File: config.mk
export PLATFORM = sky130hd
export DESIGN_NAME = sha256_hash_core_unit_flat
export DESIGN_NICKNAME = d
export VERILOG_FILES = /design/src/sha_pkg.sv /design/src/sha_in_if.sv /design/src/sha_out_if.sv /design/src/sha_ram.sv /design/src/sha256_hash_core_unit.sv /design/src/flat_wrapper.sv
export SDC_FILE = /design/constraint.sdc
export NUM_CORES = 2
export LEC_CHECK = 0
export BUFFER_PORTS_ARGS = -buffer_cell sky130_fd_sc_hd__buf_2
export CAP_MARGIN = 20
export CORE_MARGIN = 4
export CORE_UTILIZATION = 25
export DETAILED_ROUTE_END_ITERATION = 10
export PLACE_DENSITY_LB_ADDON = 0.12
export SLEW_MARGIN = 20
export SYNTH_ARGS = -nofsm -noshare
export SYNTH_HDL_FRONTEND = slang
export SYNTH_HIERARCHICAL = 1
export SYNTH_SLANG_ARGS = --single-unit
File: constraint.sdc
create_clock -name clk_i -period 29.1 [get_ports clk_i]
set_input_delay 5.82 -clock clk_i [delete_from_list [all_inputs] [get_ports clk_i]]
set_output_delay 5.82 -clock clk_i [all_outputs]
set_load 0.01 [all_outputs]
File: src/sha_pkg.sv
`timescale 1ns / 1ps
package sha_pkg;

  typedef enum logic [2:0] {
    S_IDLE,
    S_PAD,
    S_LOAD,
    S_ROUND,
    S_WB,
    S_DREAD,
    S_DSHOW
  } sha_state_e;

  typedef logic [31:0] word_t;

  localparam word_t OneBit  = 32'h8000_0000;
  localparam int    HashCnt = 8;

  function automatic word_t init_h(logic [2:0] i);
    word_t r;
    case (i)
      3'd0:    r = 32'h6a09e667;
      3'd1:    r = 32'hbb67ae85;
      3'd2:    r = 32'h3c6ef372;
      3'd3:    r = 32'ha54ff53a;
      3'd4:    r = 32'h510e527f;
      3'd5:    r = 32'h9b05688c;
      3'd6:    r = 32'h1f83d9ab;
      3'd7:    r = 32'h5be0cd19;
      default: r = '0;
    endcase
    return r;
  endfunction

  function automatic word_t round_k(logic [5:0] t);
    word_t r;
    case (t)
      6'd0:  r = 32'h428a2f98;  6'd1:  r = 32'h71374491;
      6'd2:  r = 32'hb5c0fbcf;  6'd3:  r = 32'he9b5dba5;
      6'd4:  r = 32'h3956c25b;  6'd5:  r = 32'h59f111f1;
      6'd6:  r = 32'h923f82a4;  6'd7:  r = 32'hab1c5ed5;
      6'd8:  r = 32'hd807aa98;  6'd9:  r = 32'h12835b01;
      6'd10: r = 32'h243185be;  6'd11: r = 32'h550c7dc3;
      6'd12: r = 32'h72be5d74;  6'd13: r = 32'h80deb1fe;
      6'd14: r = 32'h9bdc06a7;  6'd15: r = 32'hc19bf174;
      6'd16: r = 32'he49b69c1;  6'd17: r = 32'hefbe4786;
      6'd18: r = 32'h0fc19dc6;  6'd19: r = 32'h240ca1cc;
      6'd20: r = 32'h2de92c6f;  6'd21: r = 32'h4a7484aa;
      6'd22: r = 32'h5cb0a9dc;  6'd23: r = 32'h76f988da;
      6'd24: r = 32'h983e5152;  6'd25: r = 32'ha831c66d;
      6'd26: r = 32'hb00327c8;  6'd27: r = 32'hbf597fc7;
      6'd28: r = 32'hc6e00bf3;  6'd29: r = 32'hd5a79147;
      6'd30: r = 32'h06ca6351;  6'd31: r = 32'h14292967;
      6'd32: r = 32'h27b70a85;  6'd33: r = 32'h2e1b2138;
      6'd34: r = 32'h4d2c6dfc;  6'd35: r = 32'h53380d13;
      6'd36: r = 32'h650a7354;  6'd37: r = 32'h766a0abb;
      6'd38: r = 32'h81c2c92e;  6'd39: r = 32'h92722c85;
      6'd40: r = 32'ha2bfe8a1;  6'd41: r = 32'ha81a664b;
      6'd42: r = 32'hc24b8b70;  6'd43: r = 32'hc76c51a3;
      6'd44: r = 32'hd192e819;  6'd45: r = 32'hd6990624;
      6'd46: r = 32'hf40e3585;  6'd47: r = 32'h106aa070;
      6'd48: r = 32'h19a4c116;  6'd49: r = 32'h1e376c08;
      6'd50: r = 32'h2748774c;  6'd51: r = 32'h34b0bcb5;
      6'd52: r = 32'h391c0cb3;  6'd53: r = 32'h4ed8aa4a;
      6'd54: r = 32'h5b9cca4f;  6'd55: r = 32'h682e6ff3;
      6'd56: r = 32'h748f82ee;  6'd57: r = 32'h78a5636f;
      6'd58: r = 32'h84c87814;  6'd59: r = 32'h8cc70208;
      6'd60: r = 32'h90befffa;  6'd61: r = 32'ha4506ceb;
      6'd62: r = 32'hbef9a3f7;  6'd63: r = 32'hc67178f2;
      default: r = '0;
    endcase
    return r;
  endfunction

  function automatic word_t rotr(word_t x, int n);
    return (x >> n) | (x << (32 - n));
  endfunction

  function automatic word_t bsig0(word_t x);
    return rotr(x, 2) ^ rotr(x, 13) ^ rotr(x, 22);
  endfunction

  function automatic word_t bsig1(word_t x);
    return rotr(x, 6) ^ rotr(x, 11) ^ rotr(x, 25);
  endfunction

  function automatic word_t ssig0(word_t x);
    return rotr(x, 7) ^ rotr(x, 18) ^ (x >> 3);
  endfunction

  function automatic word_t ssig1(word_t x);
    return rotr(x, 17) ^ rotr(x, 19) ^ (x >> 10);
  endfunction

endpackage

File: src/sha_in_if.sv
`timescale 1ns / 1ps
interface sha_in_if;
  logic        valid;
  logic        ready;
  logic [31:0] data_word;
  logic [5:0]  valid_bits;
  logic        last_word;

  modport source (output valid, data_word, valid_bits, last_word, input ready);
  modport sink   (input valid, data_word, valid_bits, last_word, output ready);
endinterface

File: src/sha_out_if.sv
`timescale 1ns / 1ps
interface sha_out_if;
  logic        valid;
  logic        ready;
  logic [31:0] digest_word;
  logic        digest_last;

  modport source (output valid, digest_word, digest_last, input ready);
  modport sink   (input valid, digest_word, digest_last, output ready);
endinterface

File: src/sha_ram.sv
`timescale 1ns / 1ps
module sha_ram #(
  parameter int Width = 32,
  parameter int Depth = 8
) (
  input  logic                     clk_i,
  input  logic                     we_i,
  input  logic [$clog2(Depth)-1:0] waddr_i,
  input  logic [Width-1:0]         wdata_i,
  input  logic                     re_i,
  input  logic [$clog2(Depth)-1:0] raddr_i,
  output logic [Width-1:0]         rdata_o
);
  logic [Width-1:0] mem_q [Depth];
  logic [Width-1:0] rdata_q;

  always_ff @(posedge clk_i) begin
    if (we_i) begin
      mem_q[waddr_i] <= wdata_i;
    end
    if (re_i) begin
      rdata_q <= mem_q[raddr_i];
    end
  end

  assign rdata_o = rdata_q;
endmodule

File: src/sha256_hash_core_unit.sv
`timescale 1ns / 1ps
// channel | dir | fields                               | beat
// in_i    | in  | data_word, valid_bits, last_word     | valid && ready
// out_o   | out | digest_word, digest_last             | valid && ready
//
// A word is taken on each in_i beat; the 16th word of a block starts a compression:
// the hash is loaded from the hash RAM, then 64 rounds, then the hash is written back.
// A last word adds padding (one a cycle, paused to compress), then 8 digest beats.
// Reset is asynchronous; the hash RAM needs no clearing, a flag marks it as initial.
// in_i.ready is low while compressing, padding or sending the digest.
module sha256_hash_core_unit (
  input logic       clk_i,
  input logic       rst_ni,
  sha_in_if.sink    in_i,
  sha_out_if.source out_o
);
  import sha_pkg::*;

  sha_state_e  state_q, state_d;
  logic [3:0]  wib_q, wib_d;
  logic [5:0]  rnd_q, rnd_d;
  logic [3:0]  cnt_q, cnt_d;
  logic [63:0] len_q, len_d;
  logic        fresh_q, fresh_d;
  logic        pend_one_q, pend_one_d;
  logic        in_pad_q, in_pad_d;
  logic        hi_done_q, hi_done_d;
  logic        final_q, final_d;
  word_t       win_q [16];
  word_t       win_d [16];
  word_t       v_q [8];
  word_t       v_d [8];

  logic        push;
  word_t       push_word;
  logic        ram_we, ram_re;
  logic [2:0]  ram_waddr, ram_raddr;
  word_t       ram_wdata, ram_rdata;
  logic [2:0]  idx;
  word_t       hsel;
  logic [5:0]  vbc;
  word_t       w_t, t1, t2;

  sha_ram #(.Width(32), .Depth(HashCnt)) u_hash_ram (
    .clk_i   (clk_i),
    .we_i    (ram_we),
    .waddr_i (ram_waddr),
    .wdata_i (ram_wdata),
    .re_i    (ram_re),
    .raddr_i (ram_raddr),
    .rdata_o (ram_rdata)
  );

  assign idx  = 3'(cnt_q - 4'd1);
  assign hsel = fresh_q ? init_h(idx) : ram_rdata;
  assign vbc  = (in_i.valid_bits > 6'd32) ? 6'd32 : in_i.valid_bits;

  assign w_t = (rnd_q < 6'd16) ? win_q[0]
             : ssig1(win_q[14]) + win_q[9] + ssig0(win_q[1]) + win_q[0];
  assign t1  = v_q[7] + bsig1(v_q[4]) + ((v_q[4] & v_q[5]) ^ (~v_q[4] & v_q[6]))
             + round_k(rnd_q) + w_t;
  assign t2  = bsig0(v_q[0]) + ((v_q[0] & v_q[1]) ^ (v_q[0] & v_q[2]) ^ (v_q[1] & v_q[2]));

  assign in_i.ready        = (state_q == S_IDLE);
  assign out_o.valid       = (state_q == S_DSHOW);
  assign out_o.digest_word = ram_rdata;
  assign out_o.digest_last = (cnt_q == 4'd7);

  always_comb begin
    state_d    = state_q;
    wib_d      = wib_q;
    rnd_d      = rnd_q;
    cnt_d      = cnt_q;
    len_d      = len_q;
    fresh_d    = fresh_q;
    pend_one_d = pend_one_q;
    in_pad_d   = in_pad_q;
    hi_done_d  = hi_done_q;
    final_d    = final_q;
    win_d      = win_q;
    v_d        = v_q;
    push       = 1'b0;
    push_word  = '0;
    ram_we     = 1'b0;
    ram_re     = 1'b0;
    ram_waddr  = idx;
    ram_raddr  = cnt_q[2:0];
    ram_wdata  = hsel + v_q[idx];

    case (state_q)
      S_IDLE: begin
        if (in_i.valid) begin
          push = 1'b1;
          if (!in_i.last_word) begin
            len_d     = len_q + 64'd32;
            push_word = in_i.data_word;
            state_d   = S_IDLE;
          end else begin
            len_d      = len_q + 64'(vbc);
            in_pad_d   = 1'b1;
            hi_done_d  = 1'b0;
            pend_one_d = (vbc == 6'd32);
            if (vbc == 6'd32) begin
              push_word = in_i.data_word;
            end else begin
              push_word = (in_i.data_word & ~(32'hffff_ffff >> vbc)) | (OneBit >> vbc);
            end
            state_d = S_PAD;
          end
        end
      end
      S_PAD: begin
        push = 1'b1;
        if (pend_one_q) begin
          push_word  = OneBit;
          pend_one_d = 1'b0;
        end else if (!hi_done_q) begin
          if (wib_q == 4'd14) begin
            push_word = len_q[63:32];
            hi_done_d = 1'b1;
          end else begin
            push_word = '0;
          end
        end else begin
          push_word = len_q[31:0];
          final_d   = 1'b1;
        end
      end
      S_LOAD: begin
        ram_re = (cnt_q < 4'd8);
        if (cnt_q != 4'd0) begin
          v_d[idx] = hsel;
        end
        if (cnt_q == 4'd8) begin
          state_d = S_ROUND;
          rnd_d   = '0;
        end else begin
          cnt_d = cnt_q + 4'd1;
        end
      end
      S_ROUND: begin
        for (int i = 0; i < 15; i++) begin
          win_d[i] = win_q[i+1];
        end
        win_d[15] = w_t;
        v_d[7] = v_q[6];
        v_d[6] = v_q[5];
        v_d[5] = v_q[4];
        v_d[4] = v_q[3] + t1;
        v_d[3] = v_q[2];
        v_d[2] = v_q[1];
        v_d[1] = v_q[0];
        v_d[0] = t1 + t2;
        rnd_d  = rnd_q + 6'd1;
        if (rnd_q == 6'd63) begin
          state_d = S_WB;
          cnt_d   = '0;
        end
      end
      S_WB: begin
        ram_re = (cnt_q < 4'd8);
        ram_we = (cnt_q != 4'd0);
        if (cnt_q == 4'd8) begin
          fresh_d = 1'b0;
          cnt_d   = '0;
          if (final_q) begin
            state_d = S_DREAD;
          end else if (in_pad_q) begin
            state_d = S_PAD;
          end else begin
            state_d = S_IDLE;
          end
        end else begin
          cnt_d = cnt_q + 4'd1;
        end
      end
      S_DREAD: begin
        ram_re  = 1'b1;
        state_d = S_DSHOW;
      end
      S_DSHOW: begin
        if (out_o.ready) begin
          if (cnt_q == 4'd7) begin
            state_d  = S_IDLE;
            fresh_d  = 1'b1;
            len_d    = '0;
            final_d  = 1'b0;
            in_pad_d = 1'b0;
            cnt_d    = '0;
          end else begin
            cnt_d   = cnt_q + 4'd1;
            state_d = S_DREAD;
          end
        end
      end
      default: state_d = S_IDLE;
    endcase

    if (push) begin
      for (int i = 0; i < 15; i++) begin
        win_d[i] = win_q[i+1];
      end
      win_d[15] = push_word;
      wib_d     = wib_q + 4'd1;
      if (wib_q == 4'd15) begin
        state_d = S_LOAD;
        cnt_d   = '0;
      end
    end
  end

  always_ff @(posedge clk_i or negedge rst_ni) begin
    if (!rst_ni) begin
      state_q    <= S_IDLE;
      wib_q      <= '0;
      rnd_q      <= '0;
      cnt_q      <= '0;
      len_q      <= '0;
      fresh_q    <= 1'b1;
      pend_one_q <= 1'b0;
      in_pad_q   <= 1'b0;
      hi_done_q  <= 1'b0;
      final_q    <= 1'b0;
      for (int i = 0; i < 8; i++) begin
        v_q[i] <= '0;
      end
    end else begin
      state_q    <= state_d;
      wib_q      <= wib_d;
      rnd_q      <= rnd_d;
      cnt_q      <= cnt_d;
      len_q      <= len_d;
      fresh_q    <= fresh_d;
      pend_one_q <= pend_one_d;
      in_pad_q   <= in_pad_d;
      hi_done_q  <= hi_done_d;
      final_q    <= final_d;
      v_q        <= v_d;
    end
  end

  always_ff @(posedge clk_i) begin
    win_q <= win_d;
  end
endmodule

File: src/flat_wrapper.sv
// flat-port wrapper written by rule: the top's interface ports become plain ports
module sha256_hash_core_unit_flat import sha_pkg::*;
  (clk_i, rst_ni, in_i_valid, in_i_data_word, in_i_valid_bits, in_i_last_word, in_i_ready, out_o_valid, out_o_digest_word, out_o_digest_last, out_o_ready);
  sha_in_if in_i_i ();
  sha_out_if out_o_i ();
  input logic clk_i;
  input logic rst_ni;
  input wire logic [$bits(in_i_i.valid)-1:0] in_i_valid;
  input wire logic [$bits(in_i_i.data_word)-1:0] in_i_data_word;
  input wire logic [$bits(in_i_i.valid_bits)-1:0] in_i_valid_bits;
  input wire logic [$bits(in_i_i.last_word)-1:0] in_i_last_word;
  output wire logic [$bits(in_i_i.ready)-1:0] in_i_ready;
  output wire logic [$bits(out_o_i.valid)-1:0] out_o_valid;
  output wire logic [$bits(out_o_i.digest_word)-1:0] out_o_digest_word;
  output wire logic [$bits(out_o_i.digest_last)-1:0] out_o_digest_last;
  input wire logic [$bits(out_o_i.ready)-1:0] out_o_ready;
  assign in_i_i.valid = in_i_valid;
  assign in_i_i.data_word = in_i_data_word;
  assign in_i_i.valid_bits = in_i_valid_bits;
  assign in_i_i.last_word = in_i_last_word;
  assign in_i_ready = in_i_i.ready;
  assign out_o_valid = out_o_i.valid;
  assign out_o_digest_word = out_o_i.digest_word;
  assign out_o_digest_last = out_o_i.digest_last;
  assign out_o_i.ready = out_o_ready;
  sha256_hash_core_unit u_core (.clk_i(clk_i), .rst_ni(rst_ni), .in_i(in_i_i), .out_o(out_o_i));
endmodule
==> impl_metrics.csv <==
group,metric,value,unit
min_path,worstHoldStart,"u_core/win_q[238]",
sta,finalHoldViolations,0,
placed_design,placed_cell_area,0.0668,mm²
power_and_ir_drop,p_leak,27.5,nW
layout,num-fill-cells,25400,
synthesis,synth.most_common_cell,"edfxtp_1",
power_and_ir_drop,internal_power,2.82,mW
layout,regArea,0.0326,mm²
power_and_ir_drop,total_power,3.67,mW
layout,multi_input_area,0.0273,mm²
worst_setup_path,rrSetupSlack,17.68,ns
worst_setup_path,reg2reg_from,"u_core/win_q[53]",
global_route,grt_max_degree,194,
worst_setup_path,end_kind,"flip-flop",
sta,slew_violations,0,
sta,setup_slack,17.68,ns
worst_setup_path,path_depth,42,
sta,timing.final.crit_share,39.2,%
power_and_ir_drop,p_seq_share,48.0,%
clock_network,insertion_delay,0.80,ns
layout,drive_above_1_share,10.4,%
min_path,hold_class,"reg2reg",
sta,setup_violations,0,
clock_network,htree_levels,4,
placed_design,pre_cts_slack,17.64,ns
sta,clock_skew,0.0464,ns
flow_run,maxCapViolations,0,
clock_network,cts_buffers,138,
detailed_routing,viasPerCell,4.93,
placed_design,routabilityCongestion,0.897,
global_route,grt_first_pass_wirelength,331000,µm
sta,max_freq,87.6,MHz
detailed_routing,routed_wl,233000,µm
floorplan,dieArea,0.257,mm²
synthesis,synth_common_cells,"edfxtp_1 (800), nor2_1 (480), inv_1 (368)",
global_route,track_usage,17.7,%
power_and_ir_drop,combPwrFrac,4.5,%
worst_setup_path,cp-start-kind,"flip-flop",
worst_setup_path,crit_buf_inv,3,
floorplan,core_area,0.247,mm²
min_path,hold_end,"u_core/win_q[270]",
placed_design,hpwl,172000,µm
clock_network,cts_tree,"done",
floorplan,die_x,507,µm
global_route,grt_pass1_vias,42600,
floorplan,rows,182,
worst_setup_path,cp_max_fo,4,
floorplan,io_pins,78,
min_path,whs_path_depth,0,
floorplan,start_util,25.2,%
layout,final_area,0.0714,mm²
detailed_routing,drt_iter0_drc,3934,
synthesis,synth_area_leaders,"edfxtp_1 (39%), dfrtp_1 (14%), fa_1 (6.1%)",
global_route,grt_overflow,0,
clock_network,hold_buffers,0,
clock_network,cts_buffer_depth,3,
worst_setup_path,critical_path_arrival,12.15,ns
synthesis,yosysWarnings,6,
sta,tightest_slew,1.12,ns
synthesis,netlist.area_leader.share,38.6,%
worst_setup_path,crit_path_max_incr_delay,0.71,ns
sta,rsz0062_at_grt,"no",
power_and_ir_drop,peakVddDrop,50.5,µV
synthesis,synth_nets,5691,
detailed_routing,dr_total_vias,43000,
power_and_ir_drop,p_clk_share,47.5,%
power_and_ir_drop,sw_frac_of_total,23.3,%
detailed_routing,first_pass_iters,5,
placed_design,portBuffers,77,
worst_setup_path,timing.rr.end,"u_core/v_q[255]",
detailed_routing,wl_per_cell,26.6,µm
synthesis,yosysTopAreaCell,"edfxtp_1",
worst_setup_path,reg2reg_depth,42,
power_and_ir_drop,p_per_area,51.4,mW/mm²
global_route,antenna_found_initial,7,
synthesis,ys_types,92,
detailed_routing,drc,0,
worst_setup_path,crit_top_cell,"fa_1",
synthesis,seq_area_frac_synth,52.3,%
synthesis,synthArstFlopShare,29.9,%
worst_setup_path,worst_ep_required_time,29.83,ns
worst_setup_path,cpMaxStageDelayCell,"a2111oi_1",
sta,finalCriticalPeriod,11.42,ns
worst_setup_path,cp_top_family,"compound AO/OA/AOI/OAI gates",
power_and_ir_drop,p_switching,854,µW
sta,max_slew_margin,23.2,%
layout,finalNetCount,5732,
clock_network,root_buffer,"clkbuf_16",
sta,finalSetupTns,0,ns
layout,syn_to_final_growth,14.6,%
outcome,status,"finished, final reports clean",
synthesis,synthFlopType,"edfxtp_1",
clock_network,cts-resized-gates,0,
clock_network,post_cts_buffers,0,
worst_setup_path,critPathKind,"reg2reg",
synthesis,synthCells,5270,
clock_network,clk_pin_slew,0.06,ns
synthesis,synth_area_per_cell,11.8,µm²
synthesis,synth_edf_count,800,
floorplan,die_h,507,µm
clock_network,cts_sinks,1142,
detailed_routing,ant_nets,0,
synthesis,syn_area,0.0623,mm²
synthesis,ys_ff_latch,1142,
-- area by class of cell --
type                       instances  share of cell area (%)
tap                             3312                    5.81
clock inverter                    58                    1.05
inverter                         371                    1.95
antenna                            2                 0.00701
multi-input combinational       3449                    38.2
clock buffer                     187                    5.30
timing repair buffer             209                    1.98
sequential                      1142                    45.7
-- power by group through the flow --
stage	Sequential (mW)	Combinational (mW)	Clock (mW)
after CTS	1.76	0.169	1.81
after global placement	1.79	0.168	0
final	1.76	0.166	1.74
after detailed placement	1.79	0.168	0
after floorplan	1.79	0.0884	0
after global routing	1.76	0.182	1.87
-- metrics by stage --
step / hold WS [ns] / utilization (%) / std cells
CTS: 0.392 / 28.9 / 8728
floorplan: 0.400 / - / 5270
global placement: 0.400 / 27.1 / 8483
detailed placement: 0.405 / 27.1 / 8483
finish: 0.402 / 28.9 / 8730
global route: 0.411 / 28.9 / 8729
-- cells by family (layout without fill, tap and decap cells) --
| group | count (synthesis) | in the layout | share of synthesized area [%] |
|---|---|---|---|
| AOI/OAI and AO/OA | 1308 | 1308 | 14.4 |
| other | 0 | 2 | 0 |
| adders and majority gates | 407 | 407 | 10.3 |
| buffers and inverters | 679 | 825 | 4.20 |
| DFF | 1142 | 1142 | 52.3 |
| muxes | 156 | 156 | 4.26 |
| and+or+nand+nor | 1133 | 1133 | 8.17 |
| xor gates and xnor gates | 445 | 445 | 6.30 |
-- how the worst max path moves through the flow --
| stage | from | to | slack, ns |
|---|---|---|---|
| 3_3_place_gp | u_core/win_q[53] | u_core/v_q[255] | 17.60 |
| 6_report | u_core/win_q[53] | u_core/v_q[255] | 17.68 |
| 4_1_cts | u_core/win_q[51] | u_core/v_q[255] | 17.62 |
| 5_1_grt | u_core/win_q[51] | u_core/v_q[255] | 16.84 |
| 2_1_floorplan | in_i_valid | u_core/win_q[0] | 10.74 |
| 3_5_place_dp | u_core/win_q[51] | u_core/v_q[255] | 17.64 |
-- cell usage in the layout (no fill, tap or decap), types with 34 or more instances in the layout --
| master | synthesis | final |
|---|---|---|
| fa_1 | 189 | 189 |
| dfrtp_1 | 341 | 335 |
| buf_2 | 9 | 76 |
| a211oi_1 | 37 | 37 |
| edfxtp_1 | 800 | 800 |
| xnor2_1 | 280 | 280 |
| a22oi_1 | 79 | 79 |
| o211ai_1 | 47 | 47 |
| nand2_1 | 292 | 285 |
| nand4_1 | 35 | 35 |
| nor2_1 | 480 | 469 |
| a221o_1 | 177 | 177 |
| o22ai_1 | 113 | 113 |
| mux2i_1 | 36 | 34 |
| xor2_1 | 163 | 163 |
| mux2_2 | 49 | 49 |
| nor2b_1 | 41 | 41 |
| clkbuf_16 | 0 | 140 |
| a21o_1 | 75 | 75 |
| nor3_1 | 48 | 43 |
| clkbuf_1 | 269 | 37 |
| nand3_1 | 69 | 68 |
| buf_4 | 1 | 130 |
| mux4_1 | 40 | 40 |
| ha_1 | 189 | 189 |
| a21oi_1 | 285 | 273 |
| o21ai_0 | 239 | 234 |
| inv_1 | 368 | 368 |
-- metal layers --
layer  vias to the layer above  routed length (µm)  GRT usage [%]
li1                      19500                   -              -
met1                     22200              105000           24.6
met2                      1171              111000           29.2
met3                       236                9970           2.30
met4                         0                6930           4.78
met5                         -                   0              0
-- flip-flops by register name, indices dropped and copies added (netlist names) --
register,flops
u_core/u_hash_ram/rdata_o,32
u_core/cnt_q,4
u_core/final_q,1
u_core/v_q,256
u_core/wib_q,4
u_core/rnd_q,6
u_core/fresh_q,1
u_core/win_q,512
u_core/in_pad_q,1
u_core/pend_one_q,1
u_core/len_q,64
u_core/hi_done_q,1
u_core/state_q,3
u_core/u_hash_ram/mem_q,256
No activity file was read; power rests on OpenSTA's default activity.
